### config.mk
export PLATFORM = sky130hd
export DESIGN_NAME = swpf_ctrl
export DESIGN_NICKNAME = d
export VERILOG_FILES = /design/src/hw/rtl/swpf_pkg.sv /design/src/hw/rtl/swpf_ctrl.sv
export SDC_FILE = /design/constraint.sdc
export NUM_CORES = 1
export LEC_CHECK = 0
export BUFFER_PORTS_ARGS = -buffer_cell sky130_fd_sc_hd__buf_2
export CORE_UTILIZATION = 55
export DETAILED_ROUTE_END_ITERATION = 16
export HOLD_SLACK_MARGIN = 0.15
export PLACE_DENSITY = 0.93
export SLEW_MARGIN = 30
export SYNTH_ARGS = -nofsm -noshare
export SYNTH_HDL_FRONTEND = slang
export SYNTH_SLANG_ARGS = --single-unit
### constraint.sdc
create_clock -name clk -period 8.23 [get_ports clk]
set_input_delay 0.823 -clock clk [delete_from_list [all_inputs] [get_ports clk]]
set_output_delay 0.823 -clock clk [all_outputs]
set_load 0.01 [all_outputs]
### src/hw/rtl/swpf_pkg.sv
// Package for the sliding-window peak follower.
// Holds default parameter values, configuration width and reset value.
// No dependencies.
`default_nettype none

package swpf_pkg;

  // default sizing, handed to the top-level parameters
  localparam int MAX_WINDOW_DEF  = 4096;
  localparam int SAMPLE_BITS_DEF = 16;

  // window length register
  localparam int              CFG_BITS     = 13;
  localparam int              CFG_MAX      = (1 << CFG_BITS) - 1;
  localparam logic [CFG_BITS-1:0] WINDOW_RESET = 13'd2204;

endpackage

`default_nettype wire

### src/hw/rtl/swpf_ctrl.sv
// Sequencer for the peak follower: window register, ring pointers, expiry
// and tail-drop loop over the queue memory, and the output register.
// Depends on swpf_pkg; drives swpf_queue_mem through its address/data ports.
`default_nettype none

module swpf_ctrl
  import swpf_pkg::*;
#(
  parameter int MAX_WINDOW  = MAX_WINDOW_DEF,
  parameter int SAMPLE_BITS = SAMPLE_BITS_DEF,
  parameter int POS_BITS    = CFG_BITS,
  localparam int IDX_BITS   = $clog2(MAX_WINDOW),
  localparam int FILL_BITS  = $clog2(MAX_WINDOW + 1),
  localparam int ENTRY_BITS = SAMPLE_BITS + POS_BITS
) (
  input  wire logic                          clk,
  input  wire logic                          rst_n,
  // configuration
  input  wire logic                          cfg_we,
  input  wire logic [CFG_BITS-1:0]           cfg_wdata,
  // input transaction
  input  wire logic                          in_valid,
  output      logic                          in_ready,
  input  wire logic signed [SAMPLE_BITS-1:0] in_sample,
  input  wire logic                          in_first,
  // result transaction
  output      logic                          out_valid,
  input  wire logic                          out_ready,
  output      logic [SAMPLE_BITS-2:0]        out_peak,
  // queue memory
  output      logic                          mem_wr_en,
  output      logic [IDX_BITS-1:0]           mem_wr_addr,
  output      logic [ENTRY_BITS-1:0]         mem_wr_data,
  output      logic [IDX_BITS-1:0]           mem_head_addr,
  input  wire logic [ENTRY_BITS-1:0]         mem_head_data,
  output      logic [IDX_BITS-1:0]           mem_tail_addr,
  input  wire logic [ENTRY_BITS-1:0]         mem_tail_data
);

  localparam logic ST_IDLE = 1'b0;
  localparam logic ST_EVAL = 1'b1;

  localparam logic [IDX_BITS-1:0] LAST_IDX = IDX_BITS'(MAX_WINDOW - 1);

  function automatic logic [IDX_BITS-1:0] ring_next(input logic [IDX_BITS-1:0] i);
    ring_next = (i == LAST_IDX) ? '0 : i + IDX_BITS'(1);
  endfunction

  function automatic logic [IDX_BITS-1:0] ring_prev(input logic [IDX_BITS-1:0] i);
    ring_prev = (i == '0) ? LAST_IDX : i - IDX_BITS'(1);
  endfunction

  logic                          state_r, state_nxt;
  logic [CFG_BITS-1:0]           window_r;
  logic [POS_BITS-1:0]           win_r, win_nxt;
  logic [IDX_BITS-1:0]           head_r, head_nxt;
  logic [IDX_BITS-1:0]           tail_r, tail_nxt;
  logic [FILL_BITS-1:0]          fill_r, fill_nxt;
  logic [POS_BITS-1:0]           pos_r, pos_nxt;
  logic signed [SAMPLE_BITS-1:0] x_r, x_nxt;
  logic                          out_valid_r, out_valid_nxt;
  logic [SAMPLE_BITS-2:0]        peak_r, peak_nxt;

  logic [POS_BITS-1:0]           win_eff;
  logic [31:0]                   cfg_ext;
  logic signed [SAMPLE_BITS-1:0] head_val, tail_val, top_val;
  logic [POS_BITS-1:0]           head_pos, head_age;
  logic                          accept;

  // window length register
  always_ff @(posedge clk) begin
    if (!rst_n) begin
      window_r <= WINDOW_RESET;
    end else if (cfg_we) begin
      window_r <= cfg_wdata;
    end
  end

  // zero means one, above the ring depth saturates
  always_comb begin
    cfg_ext = 32'(window_r);
    if (window_r == '0) begin
      win_eff = POS_BITS'(1);
    end else if (cfg_ext > 32'(MAX_WINDOW)) begin
      win_eff = POS_BITS'(MAX_WINDOW);
    end else begin
      win_eff = POS_BITS'(window_r);
    end
  end

  assign head_val = mem_head_data[ENTRY_BITS-1:POS_BITS];
  assign head_pos = mem_head_data[POS_BITS-1:0];
  assign tail_val = mem_tail_data[ENTRY_BITS-1:POS_BITS];
  assign head_age = pos_r - head_pos;
  assign top_val  = (fill_r == '0) ? x_r : head_val;

  assign in_ready = (state_r == ST_IDLE);
  assign accept   = in_valid && in_ready;

  // one pop or, when the output is free, the final push per EVAL cycle; reads follow the next pointers
  always_comb begin
    state_nxt     = state_r;
    win_nxt       = win_r;
    head_nxt      = head_r;
    tail_nxt      = tail_r;
    fill_nxt      = fill_r;
    pos_nxt       = pos_r;
    x_nxt         = x_r;
    peak_nxt      = peak_r;
    out_valid_nxt = out_valid_r && !out_ready;
    mem_wr_en     = 1'b0;
    mem_wr_addr   = tail_r;
    mem_wr_data   = {x_r, pos_r};

    case (state_r)
      ST_IDLE: begin
        if (accept) begin
          x_nxt     = in_sample;
          win_nxt   = win_eff;
          state_nxt = ST_EVAL;
          if (in_first) begin
            head_nxt = '0;
            tail_nxt = '0;
            fill_nxt = '0;
            pos_nxt  = '0;
          end
        end
      end
      ST_EVAL: begin
        if ((fill_r != '0) && (head_age >= win_r)) begin
          // head candidate left the window
          head_nxt = ring_next(head_r);
          fill_nxt = fill_r - FILL_BITS'(1);
        end else if ((fill_r != '0) && !(tail_val > x_r)) begin
          // new sample dominates the tail candidate
          tail_nxt = ring_prev(tail_r);
          fill_nxt = fill_r - FILL_BITS'(1);
        end else if (!out_valid_r || out_ready) begin
          mem_wr_en     = 1'b1;
          tail_nxt      = ring_next(tail_r);
          fill_nxt      = fill_r + FILL_BITS'(1);
          pos_nxt       = pos_r + POS_BITS'(1);
          peak_nxt      = (top_val > 0) ? top_val[SAMPLE_BITS-2:0] : '0;
          out_valid_nxt = 1'b1;
          state_nxt     = ST_IDLE;
        end
      end
      default: begin
        state_nxt = ST_IDLE;
      end
    endcase
  end

  assign mem_head_addr = head_nxt;
  assign mem_tail_addr = ring_prev(tail_nxt);

  // control state
  always_ff @(posedge clk) begin
    if (!rst_n) begin
      state_r     <= ST_IDLE;
      head_r      <= '0;
      tail_r      <= '0;
      fill_r      <= '0;
      pos_r       <= '0;
      out_valid_r <= 1'b0;
    end else begin
      state_r     <= state_nxt;
      head_r      <= head_nxt;
      tail_r      <= tail_nxt;
      fill_r      <= fill_nxt;
      pos_r       <= pos_nxt;
      out_valid_r <= out_valid_nxt;
    end
  end

  // payload
  always_ff @(posedge clk) begin
    win_r  <= win_nxt;
    x_r    <= x_nxt;
    peak_r <= peak_nxt;
  end

  assign out_valid = out_valid_r;
  assign out_peak  = peak_r;

endmodule

`default_nettype wire

# Word-level counts from Yosys, hierarchy flattened
# Cells that the tools add are included.
[totals]
output_inout_bits = 83
word_cells = 91
register_bits = 109
in_bits = 93
[classes]
n_reduce_logical = 18
n_bitwise = 3
magnitude_cmp = 4
n_eq_ne = 8
addsub = 8
muxes = 39
[ops]
columns = ["operator", "n"]
rows = [
  ["12-bit two-way mux", 12],
  ["13-bit two-way mux", 9],
  ["13-bit case mux with 2 select lines", 2],
  ["12-bit case mux with 2 select lines", 2],
  ["13-bit by 1-bit adder with 13-bit output, second input constant", 2],
  ["13-bit zero test", 2],
  ["12-bit by 1-bit adder with 12-bit output, second input constant", 2],
  ["12-bit equality test, second input constant", 2],
  ["12-bit zero test", 2],
  ["12-bit by 1-bit subtractor with 12-bit output, second input constant", 2],
  ["16-bit by 1-bit > comparator with 1-bit output, second input constant", 1],
  ["16-bit > comparator", 1],
  ["16-bit two-way mux", 1],
  ["13-bit greater-or-equal comparator", 1],
  ["13-bit > comparator, second input constant", 1],
  ["13-bit nonzero test", 1],
  ["13-bit by 1-bit subtractor with 13-bit output, second input constant", 1],
  ["13-bit subtractor", 1],
  ["1-bit two-way mux", 12],
  ["2-bit by 1-bit inequality test with 1-bit output, second input constant", 3],
  ["5-bit AND reduction", 1],
  ["1-bit logical AND", 4],
  ["2-bit inequality test, second input constant", 2],
  ["4-bit by 1-bit inequality test with 1-bit output, second input constant", 1],
  ["other kinds (8)", 12],
]

# Logic depth before layout (Yosys ltp)
# Gate-level depths: netlist (run 1).
[depth]
word_depth = 8
ltp_mapped = 26
mapped_depth_nobuf = 25

# Worst setup path after synthesis (run 1)
# OpenSTA, ideal clock, no wires.
[synth_timing]
path_type = "input port to output port"
startpoint = "in mem_head_data[0]"
endpoint = "out mem_tail_addr[10]"
arrival_ps = 5452
t_required_ps = 7407
stages = 23
path_slack_ps = 1955
path_buffers = 0
path_cell_list = "ha_1 fa_1 nor2b_1 o21ai_0 a21boi_0 o21ai_0 a21boi_0 o21ai_0 a21boi_0 o21ai_0 a21oi_1 xnor2_1 ha_1 a21oi_1 nor4b_1 a221oi_2 nor2_1 nor2_1 a22oi_1 ha_1 nand4_1 nor3b_1 o21ai_2"
[synth_via]
elab_chain_cells = 7
elab_cells_between_ends = 8
classes_between = "add/sub: 2; order compare: 1; mux: 3; reduce/logical: 2"
[synth_rtl]
columns = ["item", "line_no", "text"]
rows = [
  ["start, declared", "swpf_ctrl.sv:35", "input wire logic [ENTRY_BITS-1:0] mem_head_data,"],
  ["13-bit subtractor (*)", "swpf_ctrl.sv:94", "assign head_age = pos_r - head_pos;"],
  ["13-bit greater-or-equal comparator (*)", "swpf_ctrl.sv:130", "if ((fill_r != '0) && (head_age >= win_r)) begin"],
  ["1-bit logical AND (*)", "swpf_ctrl.sv:130", ""],
  ["12-bit two-way mux (*)", "swpf_ctrl.sv:130", ""],
  ["12-bit case mux with 2 select lines (*)", "swpf_ctrl.sv:115", "case (state_r)"],
  ["12-bit by 1-bit subtractor with 12-bit output or 12-bit zero test (tied branches)", "swpf_ctrl.sv:50", "ring_prev = (i == '0) ? LAST_IDX : i - IDX_BITS'(1);"],
  ["12-bit two-way mux (*)", "swpf_ctrl.sv:50", ""],
  ["end, declared", "swpf_ctrl.sv:36", "output logic [IDX_BITS-1:0] mem_tail_addr,"],
]
# Every way passes the cells marked *; elsewhere a longest branch is shown, timed or not.

# Worst setup path in the final report (run 1)
[layout_timing]
startpoint = "reg pos_r[0]"
endpoint = "out mem_tail_addr[8]"
[layout_via]
elab_chain_cells = 7
elab_cells_between_ends = 8
classes_between = "add/sub: 2; order compare: 1; mux: 3; reduce/logical: 2"
[layout_rtl]
columns = ["item", "line_no", "text"]
rows = [
  ["start, declared", "swpf_ctrl.sv:59", "logic [POS_BITS-1:0] pos_r, pos_nxt;"],
  ["start signal, assigned", "swpf_ctrl.sv:171", "pos_r <= pos_nxt;"],
  ["13-bit subtractor (*)", "swpf_ctrl.sv:94", ""],
  ["13-bit greater-or-equal comparator (*)", "swpf_ctrl.sv:130", ""],
  ["1-bit logical AND (*)", "swpf_ctrl.sv:130", ""],
  ["12-bit two-way mux (*)", "swpf_ctrl.sv:130", ""],
  ["12-bit case mux with 2 select lines (*)", "swpf_ctrl.sv:115", ""],
  ["12-bit by 1-bit subtractor with 12-bit output or 12-bit zero test (tied branches)", "swpf_ctrl.sv:50", ""],
  ["12-bit two-way mux (*)", "swpf_ctrl.sv:50", ""],
]
# Marked as above.

==> impl_table.tex, run 1 <==
\begin{tabular}{lr}
\hline
Metric & Value \\
\hline
\multicolumn{2}{l}{\textbf{Place}} \\
\quad Final RePlAce weighted congestion & 0.973 \\
\quad Number of input and output port buffers inserted & 162 \\
\quad DPL Wire Length & 14300 um \\
\multicolumn{2}{l}{\textbf{Finish}} \\
\quad Share of final-layout standard cells stronger than drive strength 1 & 0.212 \\
\quad Area Growth Syn to Fin & 17.5\% \\
\quad Most common cell after layout, fill and taps aside & buf\_2 \\
\quad Layout fillers & 1047 \\
\quad Commonest cells after routing, fill and taps aside & buf\_2 (162), nand2\_1 (96), nor2\_1 (84) \\
\quad Final Net Count & 1144 \\
\multicolumn{2}{l}{\textbf{STA}} \\
\quad Fin crit period & 7.46 ns \\
\quad Ratio of final minimum period to clock period & 0.906 \\
\quad Max-slew violation count & 0 \\
\quad Unrepaired setup endpoints after global routing & no \\
\quad Skew final & 0.00776 ns \\
\quad Final hold vios & 0 \\
\quad Hold slack final & 0.508 ns \\
\quad Total negative setup slack & 0 ns \\
\quad Setup Viol. Count Final & 0 \\
\quad Worst slew slack as a fraction of its limit & 0.371 \\
\quad Maximum operating frequency & 0.134 GHz \\
\quad Least-Margin Pin Slew & 0.942 ns \\
\multicolumn{2}{l}{\textbf{Power}} \\
\quad Sum of internal, switching and leakage power & 0.00304 W \\
\quad Power per cell area & 360 nW/um2 \\
\quad Max VDD drop & 0.534 mV \\
\quad Static leakage & 3.68 nW \\
\multicolumn{2}{l}{\textbf{Synthesis}} \\
\quad Top cell type's share of synthesized area & 0.184 \\
\quad Flip-flop cell with the highest count after synthesis & dfxtp\_1 \\
\quad Netlist Area Pre-Place & 7180 um2 \\
\quad Cells after Synth & 854 \\
\quad Flip-flop and latch count after synthesis & 109 \\
\quad Avg Cell Area, Syn & 8.40 um2 \\
\quad Sequential-to-total area share from yosys stat & 0.365 \\
\quad Yosys warning count & 0 \\
\quad Number of flops mapped to enable cells by yosys & 44 \\
\quad Number of different library cells in the post-synthesis netlist & 80 \\
\quad Syn\_nets & 997 \\
\quad Leading area contributor after synthesis & edfxtp\_1 \\
\quad Async set-or-reset flop fraction in the synthesized netlist & 0 \\
\quad Leading post-synthesis cells by cell area & edfxtp\_1 (18\%), dfxtp\_1 (18\%), ha\_1 (8.5\%), nand2\_1 (5.0\%), nor2\_1 (4.4\%) \\
\multicolumn{2}{l}{\textbf{Route}} \\
\quad Number of vias after detailed routing & 7045 \\
\quad Number of nets with antenna violations after routing & 0 \\
\quad Detailed-route vias per instance & 5.98 \\
\quad Residual DRC & 0 \\
\quad Number of DRC markers after the initial detailed-route iteration & 644 \\
\quad Total Routed Length & 19100 um \\
\quad Routed wire per std cell & 16.2 um \\
\quad Length of the first detailed-routing pass in iterations & 5 \\
\multicolumn{2}{l}{\textbf{Worst setup path}} \\
\quad Cell with the biggest individual delay on the critical path & a311oi\_2 \\
\quad Logic depth of the worst register-to-register path & 25 \\
\quad Worst setup EP type & primary output \\
\quad Slowest cell delay on critical path & 0.51 ns \\
\quad Buffers \& Inverters on Critical Path & 3 \\
\quad Critical Path Stages & 25 \\
\quad Cell repeated most along the worst path & o21ai\_0 \\
\quad Kind of cell adding the most delay to the critical path & compound AO/OA/AOI/OAI gates \\
\quad Critical path data arrival time & 6.64 ns \\
\quad Required @ worst endpoint & 7.41 ns \\
\quad Maximum fanout count along the critical path & 17 \\
\quad Worst Path Class, Setup & reg2out \\
\quad Critical Path Start Type & flip-flop \\
\multicolumn{2}{l}{\textbf{Clock network}} \\
\quad Maximum number of buffers from clock root to sink & 2 \\
\quad Clock latency on the worst-skew pair & 0.36 ns \\
\quad Clock sink count & 109 \\
\quad Number of hold buffers added after cts & 0 \\
\quad CTS root buf & clkbuf\_16 \\
\quad Clock H-tree levels & 3 \\
\quad Inserted Clock Buffers & 9 \\
\quad Clock slew at the register clock pins of the worst setup and hold paths & 0.07 ns \\
\quad Clock tree from TritonCTS & built \\
\multicolumn{2}{l}{\textbf{Global routing}} \\
\quad Global-route wire length before repair & 30700 um \\
\quad Maximum number of pins on one net before global-route repair & 32 \\
\quad Number of global-route vias before repair & 6584 \\
\quad GR Util All Layers & 0.290 \\
\quad Antenna violations before repair & 1 \\
\quad Global-route congestion overflow total & 0 \\
\multicolumn{2}{l}{\textbf{Hold path}} \\
\quad Path class of the lowest-slack min-delay path & reg2reg \\
\quad Number of stages on the worst hold path & 2 \\
\multicolumn{2}{l}{\textbf{Die}} \\
\quad Die height & 116 um \\
\quad Row cnt & 41 \\
\quad Initial cell density of the core & 0.566 \\
\quad Floorplan core area & 12700 um2 \\
\quad Chip width & 116 um \\
\quad Boundary pin count & 176 \\
\quad Die footprint & 13500 um2 \\
\multicolumn{2}{l}{\textbf{Job}} \\
\quad Number of maximum-capacitance violations & 0 \\
\multicolumn{2}{l}{\textbf{Outcome}} \\
\quad Outcome & finished, final reports clean \\
\hline
\end{tabular}
==> kinds of logic after synthesis <==
kind of cell	share of synthesized area
compound gates	0.189
xor+xnor	0.0293
fa+ha+maj	0.0882
buf+inv	0.0516
flops	0.365
mux	0.0237
simple gates	0.253
==> per-layer routing <==
layer,share of wire,GRT usage
met1,0.41,0.347
met4,0.027,0.115
met5,0,0
met3,0.073,0.0607
met2,0.49,0.507
==> area by class of cell <==
class                           count  area [um2]  share of cell area
Antenna cell                        1        2.50            0.000297
Clock buffer                        9         225              0.0267
Clock inverter                      7        91.3              0.0108
Inverter                           61         229              0.0272
Multi-Input combinational cell    653        4200               0.498
Sequential cell                   109        2620               0.311
Tap cell                          172         215              0.0255
Timing Repair Buffer              167         848               0.101
==> synth_stat cells (all sizes together), types with 14 or more instances <==
cell / instances
nand2: 96
nor2: 88
dfxtp: 65
a21oi: 62
inv: 61
o21ai: 53
ha: 49
edfxtp: 44
nand3: 30
nor2b: 24
nor3: 24
clkbuf: 22
and2: 19
mux2i: 17
nand4: 16
nor4: 14
xnor2: 14
==> tightest hold or removal path, stage by stage (launching register included) <==
cell,delay [ns]
dfxtp_1,0.35
mux2i_1,0.08
nand2_1,0.06
==> registers in the layout, indices dropped and copies added, names as in the netlist <==
| signal | cells |
|---|---|
| win_r | 13 |
| head_r | 12 |
| out_valid | 1 |
| state_r | 1 |
| pos_r | 13 |
| fill_r | 13 |
| mem_wr_addr | 12 |
| x_r | 16 |
| out_peak | 15 |
| window_r | 13 |
==> worst paths after layout <==
path / start / end / slack [ns]
setup / recovery: pos_r[0] / mem_tail_addr[8] / 0.77
hold / removal: window_r[2] / window_r[2] / 0.51
setup reg to reg: pos_r[0] / pos_r[12] / 2.15
hold reg to reg: window_r[2] / window_r[2] / 0.51
==> power breakdown <==
part	internal, W	switching, W	leakage (nW)
combinational	0.000678	0.00111	2.58
sequential	0.000692	0.0000982	0.949
clock	0.000243	0.000213	0.151
total	0.00161	0.00142	3.68
==> timing repair <==
action | in CTS | in global routing
setup endpoints to repair | 0 | 11
setup buffers | 0 | 0
gates resized for setup | 0 | 2
==> per-stage QoR <==
step,instances,worst slack (ns),util,cell area (um2)
5_1_grt,1179,0.147,0.665,8430
3_3_place_gp,1162,1.03,0.639,8100
2_1_floorplan,854,1.95,-,7180
6_report,1179,0.770,0.665,8430
4_1_cts,1178,0.631,0.664,8420
3_5_place_dp,1162,0.707,0.639,8100
Note: power is estimated with default switching activity, not from simulation.
==> inputs of run 2 (changes only) <==
- CTS_CLUSTER_SIZE: default -> 20
- clock period: 8.23 -> 6.91 ns (I/O delays scaled with it)
==> run 2 against run 1 <==
Total power rose by 21%. Cell count rose by 0.93%. Hold slack got worse by 0.0047 ns. Combinational power rose by 25%. Design area rose by 1.5%. First-iteration DRC count rose by 1.7%. Via count rose by 0.62%. Sequential share of layout area fell by 0.44 points. Critical path type unchanged. Non-clock buffer count rose by 12. Clock-buffer cell count rose by 2. Flip-flop and latch count did not move. Sequential power rose by 19%.
==> impl_table.tex, run 2 (synthesis results as in run 1) <==
\begin{tabular}{lr}
\hline
Metric & Value \\
\hline
\multicolumn{2}{l}{\textbf{Outcome}} \\
\quad Outcome & finished, final reports clean \\
\multicolumn{2}{l}{\textbf{Route}} \\
\quad Routed wire per std cell & 16.3 um (+0.89\%) \\
\quad Total Routed Length & 19400 um (+1.8\%) \\
\quad Number of vias after detailed routing & 7089 (+0.62\%) \\
\quad Detailed-route vias per instance & 5.96 (-0.31\%) \\
\quad Number of DRC markers after the initial detailed-route iteration & 655 (+1.7\%) \\
\quad Length of the first detailed-routing pass in iterations & 5 (unchanged) \\
\quad Residual DRC & 0 (unchanged) \\
\quad Number of nets with antenna violations after routing & 0 (unchanged) \\
\multicolumn{2}{l}{\textbf{Worst setup path}} \\
\quad Critical path data arrival time & 5.81 ns (-0.83 ns) \\
\quad Maximum fanout count along the critical path & 10 (-7) \\
\quad Launching element of the worst setup path & pos\_r[0] \\
\quad Source of the worst register-to-register timing path & pos\_r[0] \\
\quad Worst setup EP type & primary output \\
\quad Worst Path Class, Setup & reg2out \\
\quad Required @ worst endpoint & 6.22 ns (-1.19 ns) \\
\quad Critical Path Start Type & flip-flop \\
\quad Logic depth of the worst register-to-register path & 25 (unchanged) \\
\quad R2R setup slack & 1.34 ns (-0.81 ns) \\
\quad Reg-to-Reg End & pos\_r[11] \\
\multicolumn{2}{l}{\textbf{Clock network}} \\
\quad Number of hold buffers added after cts & 0 (unchanged) \\
\quad Clock latency on the worst-skew pair & 0.36 ns (about the same) \\
\quad Inserted Clock Buffers & 9 (unchanged) \\
\quad CTS root buf & clkbuf\_16 \\
\quad Clock slew at the register clock pins of the worst setup and hold paths & 0.07 ns (about the same) \\
\quad Clock H-tree levels & 3 (unchanged) \\
\quad Maximum number of buffers from clock root to sink & 2 (unchanged) \\
\quad Clock tree from TritonCTS & built \\
\quad Clock sink count & 109 (unchanged) \\
\multicolumn{2}{l}{\textbf{Place}} \\
\quad Final RePlAce weighted congestion & 0.996 (+2.4\%) \\
\quad Number of input and output port buffers inserted & 162 (unchanged) \\
\quad DPL Wire Length & 14400 um (+0.70\%) \\
\multicolumn{2}{l}{\textbf{Finish}} \\
\quad Fraction of the core area covered by cells at the end of the flow & 0.675 (+0.00978) \\
\quad N\_diodes & 0 (-1) \\
\quad Most flop-heavy register & x\_r \\
\quad Final Net Count & 1156 (+1.0\%) \\
\quad Commonest cells after routing, fill and taps aside & buf\_2 (162), nand2\_1 (95), nor2\_1 (83) \\
\quad Max reg flops & 16 (unchanged) \\
\quad Share of final-layout standard cells stronger than drive strength 1 & 0.229 (+0.0172) \\
\quad Area Growth Syn to Fin & 19.2\% \\
\quad Most common cell after layout, fill and taps aside & buf\_2 \\
\multicolumn{2}{l}{\textbf{Job}} \\
\quad Number of maximum-capacitance violations & 0 (unchanged) \\
\multicolumn{2}{l}{\textbf{Power}} \\
\quad Power per cell area & 431 nW/um2 (+20\%) \\
\quad Max VDD drop & 0.660 mV (+24\%) \\
\quad Static leakage & 3.75 nW (+1.8\%) \\
\multicolumn{2}{l}{\textbf{STA}} \\
\quad Maximum operating frequency & 0.154 GHz \\
\quad Ratio of final minimum period to clock period & 0.941 \\
\quad Skew final & 0.00517 ns (-0.00259 ns) \\
\quad Setup Viol. Count Final & 0 (unchanged) \\
\quad Max-slew violation count & 0 (unchanged) \\
\quad Fin crit period & 6.50 ns \\
\quad Least-Margin Pin Slew & 0.913 ns (-0.0290 ns) \\
\quad Final hold vios & 0 (unchanged) \\
\quad Hold slack final & 0.503 ns (-0.00474 ns) \\
\quad Worst slew slack as a fraction of its limit & 0.391 (+0.0204) \\
\multicolumn{2}{l}{\textbf{Global routing}} \\
\quad Global-route wire length before repair & 31200 um (+1.5\%) \\
\quad Antenna violations before repair & 0 (-1) \\
\quad Global-route congestion overflow total & 0 (unchanged) \\
\quad Maximum number of pins on one net before global-route repair & 32 (unchanged) \\
\quad GR Util All Layers & 0.295 (+0.00526) \\
\quad Number of global-route vias before repair & 6650 (+1.0\%) \\
\multicolumn{2}{l}{\textbf{Die}} \\
\quad Boundary pin count & 176 (unchanged) \\
\quad Die height & 116 um (unchanged) \\
\quad Floorplan core area & 12700 um2 (unchanged) \\
\quad Row cnt & 41 (unchanged) \\
\quad Die footprint & 13500 um2 (unchanged) \\
\quad Chip width & 116 um (unchanged) \\
\quad Initial cell density of the core & 0.566 (unchanged) \\
\multicolumn{2}{l}{\textbf{Hold path}} \\
\quad Number of stages on the worst hold path & 1 (-1) \\
\quad Path class of the lowest-slack min-delay path & in2reg \\
\quad WHS Endpoint & x\_r[10] \\
\quad Worst hold path startpoint & in\_sample[10] \\
\hline
\end{tabular}
==> run 2: report_power, final <==
group	total, W	internal, W	switching (W)
registers	0.000944	0.000825	0.000119
clock network	0.000499	0.000251	0.000248
logic	0.00224	0.000878	0.00136
==> run 2: how the worst max path moves through the flow <==
stage | end | cells past startpoint
after floorplan | mem_tail_addr[10] | 23
after global placement | mem_tail_addr[10] | 25
after detailed placement | mem_tail_addr[10] | 25
after CTS | mem_tail_addr[11] | 25
after global routing | mem_tail_addr[8] | 28
final | mem_tail_addr[8] | 24
==> run 2: final cells by class <==
cell class	instances	area, um2
Multi-Input combinational cell	653	4270
Clock buffer	11	233
Inverter	61	229
Tap cell	172	215
Clock inverter	5	43.8
Fill cell	994	4120
Timing Repair Buffer	179	938
Sequential cell	109	2620
==> run 2: stage by stage <==
step	setup WS (ns)	std cells	instance area (um2)	setup TNS, ns	power, W
after detailed placement	-0.0477	1170	8160	-0.0477	0.00307
after CTS	0.0634	1186	8470	0	0.00359
after floorplan	0.899	854	7180	0	0.00251
after global placement	0.162	1170	8160	0	0.00302
after global routing	-0.0165	1190	8550	-0.0165	0.00393
final	0.406	1190	8550	0	0.00368
==> run 2: per-layer routing <==
layer  share of wire  track usage  vias to the layer above
met4           0.029        0.121                        0
met5               0            0                        -
met3           0.067       0.0467                       55
met1            0.42        0.366                     3313
li1                -            -                     3396
met2            0.48        0.511                      325
==> run 2: worst max-delay path, stage by stage (launching register included) <==
cell	delay, ns
dfxtp_2	0.39
inv_1	0.10
ha_1	0.23
fa_1	0.40
nor2b_1	0.13
o21ai_0	0.12
a21boi_1	0.20
o21ai_0	0.13
a21boi_1	0.19
o21ai_0	0.14
a21boi_1	0.19
o21ai_0	0.12
a21oi_1	0.17
xnor2_1	0.16
ha_1	0.29
a21oi_2	0.24
nor4b_4	0.31
a221o_1	0.32
nand2_2	0.14
a311oi_2	0.37
nor3b_2	0.30
and3_4	0.30
nand4b_4	0.21
o21ai_1	0.15
buf_2	0.15
==> run 2: timing repair <==
action	4_1_cts	5_1_grt
pin swaps	0	5
endpoints found under the hold margin	0	0
endpoints found under the setup margin	11	18
buffers inserted	0	4
gates resized for setup	6	13
cloned	0	0
